$ cat src/design/cdt_pkg.sv
`timescale 1ns / 1ps
// ----------------------------------------------------------------------------
// cdt_pkg: shared types and constants of the console divider timer
// Holds the event codes, the register offsets, the period table and the
// structures that pass between the timer modules.
// ----------------------------------------------------------------------------
package cdt_pkg;

	localparam int CYCLES_MAX = 255;
	localparam int MIN_PERIOD = 16;
	localparam int CYC_W      = 8;
	localparam int PHASE_W    = 11;
	localparam int TICK_W     = $clog2((255 - 1) / MIN_PERIOD + 2);

	localparam logic [1:0] MODE_ADVANCE = 2'd0;
	localparam logic [1:0] MODE_WRITE   = 2'd1;
	localparam logic [1:0] MODE_READ    = 2'd2;
	localparam logic [1:0] MODE_NONE    = 2'd3;

	localparam logic [1:0] REG_DIV  = 2'd0;
	localparam logic [1:0] REG_TIMA = 2'd1;
	localparam logic [1:0] REG_TMA  = 2'd2;
	localparam logic [1:0] REG_TAC  = 2'd3;

	localparam logic [PHASE_W-1:0] PHASE_RESET = 11'd1024;

	typedef struct packed {
		logic [TICK_W-1:0]  ticks;
		logic [PHASE_W-1:0] phase;
	} presc_res_t;

	typedef struct packed {
		logic       timer_irq;
		logic [7:0] read_data;
	} result_t;

	function automatic logic [PHASE_W-1:0] period(input logic [1:0] rate);
		logic [PHASE_W-1:0] p;
		unique case (rate)
			2'd0: p = 11'd1024;
			2'd1: p = 11'd16;
			2'd2: p = 11'd64;
			2'd3: p = 11'd256;
			default: p = 11'd1024;
		endcase
		return p;
	endfunction

	function automatic logic [3:0] period_shift(input logic [1:0] rate);
		logic [3:0] s;
		unique case (rate)
			2'd0: s = 4'd10;
			2'd1: s = 4'd4;
			2'd2: s = 4'd6;
			2'd3: s = 4'd8;
			default: s = 4'd10;
		endcase
		return s;
	endfunction

endpackage

$ cat src/design/cdt_prescale.sv
`timescale 1ns / 1ps
// ----------------------------------------------------------------------------
// cdt_prescale: tick derivation for one advance
// Splits the elapsed cycles into whole periods and the remainder, takes the
// remainder from the prescaler phase and returns the tick count and new phase.
// ----------------------------------------------------------------------------
module cdt_prescale (
	input  logic [cdt_pkg::CYC_W-1:0]   cyc,
	input  logic [1:0]                  rate_select,
	input  logic [cdt_pkg::PHASE_W-1:0] phase,
	output cdt_pkg::presc_res_t         res
);

	logic [cdt_pkg::PHASE_W-1:0] p;
	logic [3:0]                  sh;
	logic [cdt_pkg::PHASE_W-1:0] cyc_w;
	logic [cdt_pkg::PHASE_W-1:0] cyc_m1;
	logic [cdt_pkg::PHASE_W-1:0] cyc_r;
	logic [cdt_pkg::PHASE_W-1:0] n_w;
	logic [cdt_pkg::PHASE_W:0]   sum;

	always_comb begin
		p      = cdt_pkg::period(rate_select);
		sh     = cdt_pkg::period_shift(rate_select);
		cyc_w  = {{(cdt_pkg::PHASE_W - cdt_pkg::CYC_W){1'b0}}, cyc};
		cyc_m1 = cyc_w - 11'd1;
		sum    = '0;
		if (cyc_w > p) begin
			n_w   = cyc_m1 >> sh;
			cyc_r = (cyc_m1 & (p - 11'd1)) + 11'd1;
		end else begin
			n_w   = '0;
			cyc_r = cyc_w;
		end
		if (phase <= cyc_r) begin
			sum       = {1'b0, phase} + {1'b0, p} - {1'b0, cyc_r};
			res.phase = sum[cdt_pkg::PHASE_W-1:0];
			res.ticks = n_w[cdt_pkg::TICK_W-1:0] + 5'd1;
		end else begin
			res.phase = phase - cyc_r;
			res.ticks = n_w[cdt_pkg::TICK_W-1:0];
		end
	end

endmodule

$ cat src/design/cdt_core.sv
`timescale 1ns / 1ps
// ----------------------------------------------------------------------------
// cdt_core: timer registers and tick sequencer
// Holds the divider, counter, reload, control and phase registers, executes
// writes and reads at once and applies the ticks of an advance one per cycle
// through a single counter incrementer.
// ----------------------------------------------------------------------------
module cdt_core (
	input  logic                      clk,
	input  logic                      arst_n,
	input  logic                      in_valid,
	output logic                      in_ready,
	input  logic [1:0]                mode,
	input  logic [1:0]                reg_offset,
	input  logic [7:0]                write_byte,
	input  logic [cdt_pkg::CYC_W-1:0] cycle_count,
	output logic                      res_valid,
	input  logic                      res_ready,
	output cdt_pkg::result_t          res
);

	localparam logic [1:0] ST_IDLE  = 2'd0;
	localparam logic [1:0] ST_COUNT = 2'd1;
	localparam logic [1:0] ST_DONE  = 2'd2;

	logic [1:0]                  state_q;
	logic [15:0]                 divider_q;
	logic [7:0]                  counter_q;
	logic [7:0]                  reload_q;
	logic                        enable_q;
	logic [1:0]                  rate_q;
	logic [cdt_pkg::PHASE_W-1:0] phase_q;
	logic [cdt_pkg::TICK_W-1:0]  ticks_q;
	logic                        irq_q;
	logic [7:0]                  rd_q;

	logic [cdt_pkg::CYC_W-1:0]   cyc_sat;
	cdt_pkg::presc_res_t         presc;
	logic                        accept;
	logic [7:0]                  rd_next;

	assign in_ready  = (state_q == ST_IDLE);
	assign accept    = in_valid && in_ready;
	assign res_valid = (state_q == ST_DONE);
	assign res.read_data = rd_q;
	assign res.timer_irq = irq_q;

	assign cyc_sat = ({8'd0, cycle_count} > 16'(cdt_pkg::CYCLES_MAX)) ?
		cdt_pkg::CYC_W'(cdt_pkg::CYCLES_MAX) : cycle_count;

	cdt_prescale u_prescale (
		.cyc         (cyc_sat),
		.rate_select (rate_q),
		.phase       (phase_q),
		.res         (presc)
	);

	always_comb begin
		unique case (reg_offset)
			cdt_pkg::REG_DIV:  rd_next = divider_q[15:8];
			cdt_pkg::REG_TIMA: rd_next = counter_q;
			cdt_pkg::REG_TMA:  rd_next = reload_q;
			cdt_pkg::REG_TAC:  rd_next = {5'd0, enable_q, rate_q};
			default:           rd_next = '0;
		endcase
	end

	always_ff @(posedge clk or negedge arst_n) begin
		if (!arst_n) begin
			state_q   <= ST_IDLE;
			divider_q <= '0;
			counter_q <= '0;
			reload_q  <= '0;
			enable_q  <= 1'b0;
			rate_q    <= '0;
			phase_q   <= cdt_pkg::PHASE_RESET;
			ticks_q   <= '0;
			irq_q     <= 1'b0;
			rd_q      <= '0;
		end else begin
			unique case (state_q)
				ST_IDLE: begin
					if (accept) begin
						irq_q   <= 1'b0;
						rd_q    <= '0;
						ticks_q <= '0;
						state_q <= ST_DONE;
						unique case (mode)
							cdt_pkg::MODE_ADVANCE: begin
								divider_q <= divider_q + {8'd0, cyc_sat};
								if (enable_q) begin
									phase_q <= presc.phase;
									ticks_q <= presc.ticks;
									if (presc.ticks != '0) begin
										state_q <= ST_COUNT;
									end
								end
							end
							cdt_pkg::MODE_WRITE: begin
								unique case (reg_offset)
									cdt_pkg::REG_DIV:  divider_q <= '0;
									cdt_pkg::REG_TIMA: counter_q <= write_byte;
									cdt_pkg::REG_TMA:  reload_q  <= write_byte;
									cdt_pkg::REG_TAC: begin
										enable_q <= write_byte[2];
										rate_q   <= write_byte[1:0];
										phase_q  <= cdt_pkg::period(write_byte[1:0]);
									end
									default: divider_q <= divider_q;
								endcase
							end
							cdt_pkg::MODE_READ: rd_q <= rd_next;
							cdt_pkg::MODE_NONE: rd_q <= '0;
							default:            rd_q <= '0;
						endcase
					end
				end
				ST_COUNT: begin
					if (counter_q == 8'hFF) begin
						counter_q <= reload_q;
						irq_q     <= 1'b1;
					end else begin
						counter_q <= counter_q + 8'd1;
					end
					ticks_q <= ticks_q - 5'd1;
					if (ticks_q == 5'd1) begin
						state_q <= ST_DONE;
					end
				end
				ST_DONE: begin
					if (res_ready) begin
						state_q <= ST_IDLE;
					end
				end
				default: state_q <= ST_IDLE;
			endcase
		end
	end

endmodule

$ cat src/design/console_divider_timer.sv
`timescale 1ns / 1ps
// ----------------------------------------------------------------------------
// console_divider_timer: emulated console divider and timer
// Order: a write, read or unused event goes from the idle state to the done
// state and then into the m_tvalid register; an advance with k ticks (k is at
// most 16) first passes the count state, where the counter incrementer applies
// one tick per cycle. A new transaction is taken only in the idle state.
// Reset: arst_n clears core registers and m_tvalid, prescaler phase is 1024.
// ----------------------------------------------------------------------------
module console_divider_timer (
	input  logic        clk,
	input  logic        arst_n,
	input  logic        s_tvalid,
	output logic        s_tready,
	input  logic [23:0] s_tdata,  // mode, reg_offset, write_byte, cycle_count
	output logic        m_tvalid,
	input  logic        m_tready,
	output logic [15:0] m_tdata   // read_data, timer_irq
);

	logic             res_valid;
	logic             res_ready;
	cdt_pkg::result_t res;
	logic             m_valid_q;
	cdt_pkg::result_t m_data_q;

	assign res_ready = !m_valid_q || m_tready;
	assign m_tvalid  = m_valid_q;
	assign m_tdata   = {7'd0, m_data_q.timer_irq, m_data_q.read_data};

	cdt_core u_core (
		.clk         (clk),
		.arst_n      (arst_n),
		.in_valid    (s_tvalid),
		.in_ready    (s_tready),
		.mode        (s_tdata[1:0]),
		.reg_offset  (s_tdata[3:2]),
		.write_byte  (s_tdata[11:4]),
		.cycle_count (s_tdata[19:12]),
		.res_valid   (res_valid),
		.res_ready   (res_ready),
		.res         (res)
	);

	always_ff @(posedge clk or negedge arst_n) begin
		if (!arst_n) begin
			m_valid_q <= 1'b0;
		end else if (res_ready) begin
			m_valid_q <= res_valid;
		end
	end

	always_ff @(posedge clk) begin
		if (res_ready && res_valid) begin
			m_data_q <= res;
		end
	end

endmodule

$ cat config.mk
export PLATFORM = sky130hd
export DESIGN_NAME = console_divider_timer
export DESIGN_NICKNAME = d
export VERILOG_FILES = /design/src/design/cdt_pkg.sv /design/src/design/cdt_prescale.sv /design/src/design/cdt_core.sv /design/src/design/console_divider_timer.sv
export SDC_FILE = /design/constraint.sdc
export NUM_CORES = 1
export LEC_CHECK = 0
export BUFFER_PORTS_ARGS = -buffer_cell sky130_fd_sc_hd__buf_4
export CAP_MARGIN = 20
export CORE_MARGIN = 4
export CORE_UTILIZATION = 40
export CTS_BUF_LIST = sky130_fd_sc_hd__clkbuf_16
export DETAILED_ROUTE_END_ITERATION = 10
export PLACE_DENSITY = 0.59
export REMOVE_ABC_BUFFERS = 1
export SLEW_MARGIN = 40
export SYNTH_ARGS = -nofsm -noshare
export SYNTH_HDL_FRONTEND = slang
export SYNTH_SLANG_ARGS = --single-unit
$ cat constraint.sdc
create_clock -name clk -period 8.9 [get_ports clk]
set_clock_uncertainty 0.2 [all_clocks]
set_input_delay 1.78 -clock clk [delete_from_list [all_inputs] [get_ports clk]]
set_output_delay 1.78 -clock clk [all_outputs]
set_load 0.1 [all_outputs]
==> flow_summary.ini <==
[final_layout]
multi_input_area_mm2 = 0.003695
fillers = 1326
seqCellArea_mm2 = 0.001848
fin_cells = 867
synthToLayoutAreaGrowth_pct = 11.08
layout.nets = 759
final_util = 0.4592
drive_gt1_frac = 0.1310
antenna_cells = 0

[cts]
cts_tree = yes
cts_resized = 0
htreeDepth = 3
clock_latency_ns = 0.34
root_buffer = clkbuf_16
cts_buffers = 9
clkTransAtPathRegs_ns = 0.06
clock-sinks = 72
ctsHoldBuffers = 0
post_cts_buffers = 0
cts_buffer_depth = 2

[routing]
ant_nets = 0
wl_met3_um = 693
via_per_inst = 5.755
firstDrtPassIters = 5
dr.max_layer_used = met4
wl_met2_um = 6532
vias = 4990
drc = 0
drt_iter0_markers = 374
drt-met1-wl_um = 6962
wire_per_inst_um = 16.59
wl_um = 14390

[timing]
min_period_over_period = 0.7671
worst_pin_slew_ns = 0.7553
max_slew_margin = 0.4926
fmax_ghz = 0.1465
finalHoldWorstSlack_ns = 0.2498
finalSetupViolations = 0
post-route-min-period_ns = 6.827
setup_tns_ns = 0
fin_ws_ns = 2.073
hold_viol_final = 0
maxSlewViolCount = 0
rsz0062_at_grt = false

[floorplan]
dieWidth_um = 128.5
fp.coreArea_mm2 = 0.01404
die_h_um = 128.5
start_util = 0.4134
die_area_mm2 = 0.01651
pin_count = 46
rows = 43

[critical_path]
cp.depth = 18
required_ns = 8.92
cp.arrival_ns = 6.85
path_cells = buf_4 > inv_1 > ha_1 > nor4b_2 > nand2_1 > a2111oi_2 > nor2_1 > mux2_2 > o21ai_1 > o31a_1 > ha_1 > a211oi_1 > nor2_1 > o311a_1 > o31a_2 > nor4_1 > a21oi_1 > a221o_1
critPathMaxStageDelay_ns = 0.62
critical_path.max_fanout = 21
crit_path_end_kind = flop
crit_family = compound AO/OA/AOI/OAI gates
path_class = input port to flop
slowest_stage = nor4_1
crit_path_start_kind = input port
timing.critical_path.buf_inv = 2
reg2regPathDepth = 17

[logic_synthesis]
synth_xor_area_frac = 0.05884
netlist_area_mm2 = 0.005806
ys.flop_type = dfrtp_1
synth.avg_cell_area_um2 = 8.783
yosysUniqueCellTypes = 66
synth_top_family_by_area = compound AO/OA/AOI/OAI gates
synth_mux_area_frac = 0.05733
synthAdderAreaFrac = 0.1159
synth-seq-area-share = 0.3183
synthSimpleGateAreaFrac = 0.1886
synth_compound_area_frac = 0.2056
ys_seq_elements = 72
async_flop_share = 0.8750
yosys_warnings = 0
synth_cells = 661
synth-edff-count = 9

[power_and_ir_drop]
power.internal_mw = 1.263
p_per_area_mw_per_mm2 = 375.6
p_leak_nw = 2.807
comb_power_share = 0.633
p_sw_frac = 0.4787
p_clk_frac = 0.138
seqPwrFrac = 0.229
p_switching_mw = 1.159
irDropWorstVdd_v = 0.0001684

[placement]
placedCellCount = 851
port_buffers = 34
place_congestion = 0.8697
hpwl_um = 10810
place_ws_ns = 1.491

[worst_hold_path]
hold_depth = 0
hp-class = flop to flop

[grt]
grt_pass1_vias = 4925
grt_pass1_wl_um = 24620
antenna_found_initial = 0
grtUsageTotal = 0.1829
grt_max_degree = 64
grt_overflow = 0

[outcome]
status = completed

[flow_run]
drv_cap = 0
## cell type report
class,count,area share
Multi-Input combinational cell,526,0.5730
Timing Repair Buffer,35,0.04133
Clock inverter,7,0.007179
Sequential cell,72,0.2866
Inverter,38,0.02212
Tap cell,180,0.03492
Clock buffer,9,0.03492
## through the flow
stage / power (mW) / area (µm²)
after floorplan: 1.741 / 5657
after global placement: 2.032 / 6145
after detailed placement: 2.079 / 6160
after CTS: 2.425 / 6431
after global routing: 2.640 / 6449
final: 2.422 / 6449
## power groups by stage
stage | clock network, mW | logic (mW) | registers (mW)
global placement | 0 | 1.48 | 0.552
CTS | 0.343 | 1.53 | 0.553
detailed placement | 0 | 1.52 | 0.558
global route | 0.357 | 1.71 | 0.573
floorplan | 0 | 1.10 | 0.646
finish | 0.334 | 1.53 | 0.555
## metal layers
metal  vias to the layer above  GRT usage
li1                       2446          -
met1                      2394     0.2625
met2                       131     0.2847
met3                        19    0.03155
met4                         0    0.05056
met5                         -          0
## synthesized netlist by cell type (all sizes together) (14+ instances only)
master / number / share of area
o21ai: 45 / 0.039
dfrtp: 62 / 0.27
nor2: 42 / 0.027
a22o: 17 / 0.026
xor2: 14 / 0.021
xnor2: 25 / 0.038
ha: 41 / 0.088
nor3: 16 / 0.014
a21oi: 45 / 0.039
nand2: 68 / 0.044
inv: 38 / 0.025
buf: 14 / 0.019
nand3: 18 / 0.016
clkbuf: 17 / 0.011
## placed cells by master, fill, tap and decap left out, types with 6 or more instances in the layout
cell and count:
mux2_2 12, a31oi_1 13, nand2_1 68, xnor2_1 25, or2_2 9, nand3_1 18
inv_1 38, ha_1 41, a22o_1 16, nor2_1 41, nand4_1 7, fa_1 8
dfrtp_1 62, nor2b_1 7, a21oi_1 43, nor4_1 6, nand2b_1 9, o31ai_1 8
buf_4 34, nor3_1 16, xor2_1 14, a21o_1 8, o22ai_1 6, conb_1 8
o21ai_0 44, edfxtp_1 9, clkbuf_16 9, mux2i_1 13
## cells by family after synthesis
kind of cell | after synthesis
AOI/OAI and AO/OA | 184
DFF | 72
xor gates and xnor gates | 39
buffers and inverters | 69
muxes | 28
and+or+nand+nor | 218
other | 2
adders and majority gates | 49
## path summary, 6_finish.rpt
path	start	end	slack [ns]
worst max-delay path	s_tdata[13]	u_core.state_q[0]	2.07
worst min-delay path	u_core.irq_q	m_tdata[8]	0.25
worst max register to register	u_core.rate_q[1]	u_core.state_q[0]	3.18
worst min register to register	u_core.irq_q	m_tdata[8]	0.25
max in group asynchronous	arst_n	u_core.ticks_q[4]	6.83
min in group asynchronous	arst_n	u_core.divider_q[3]	1.23
## registers in the layout (all words and copies together) (netlist names)
signal            flops
u_core.irq_q          1
u_core.rd_q           8
u_core.state_q        2
m_tvalid              1
u_core.counter_q      8
u_core.phase_q       11
u_core.enable_q       1
u_core.divider_q     16
u_core.rate_q         2
m_tdata               9
u_core.reload_q       8
u_core.ticks_q        5
No activity file was read; power rests on OpenSTA's default activity.
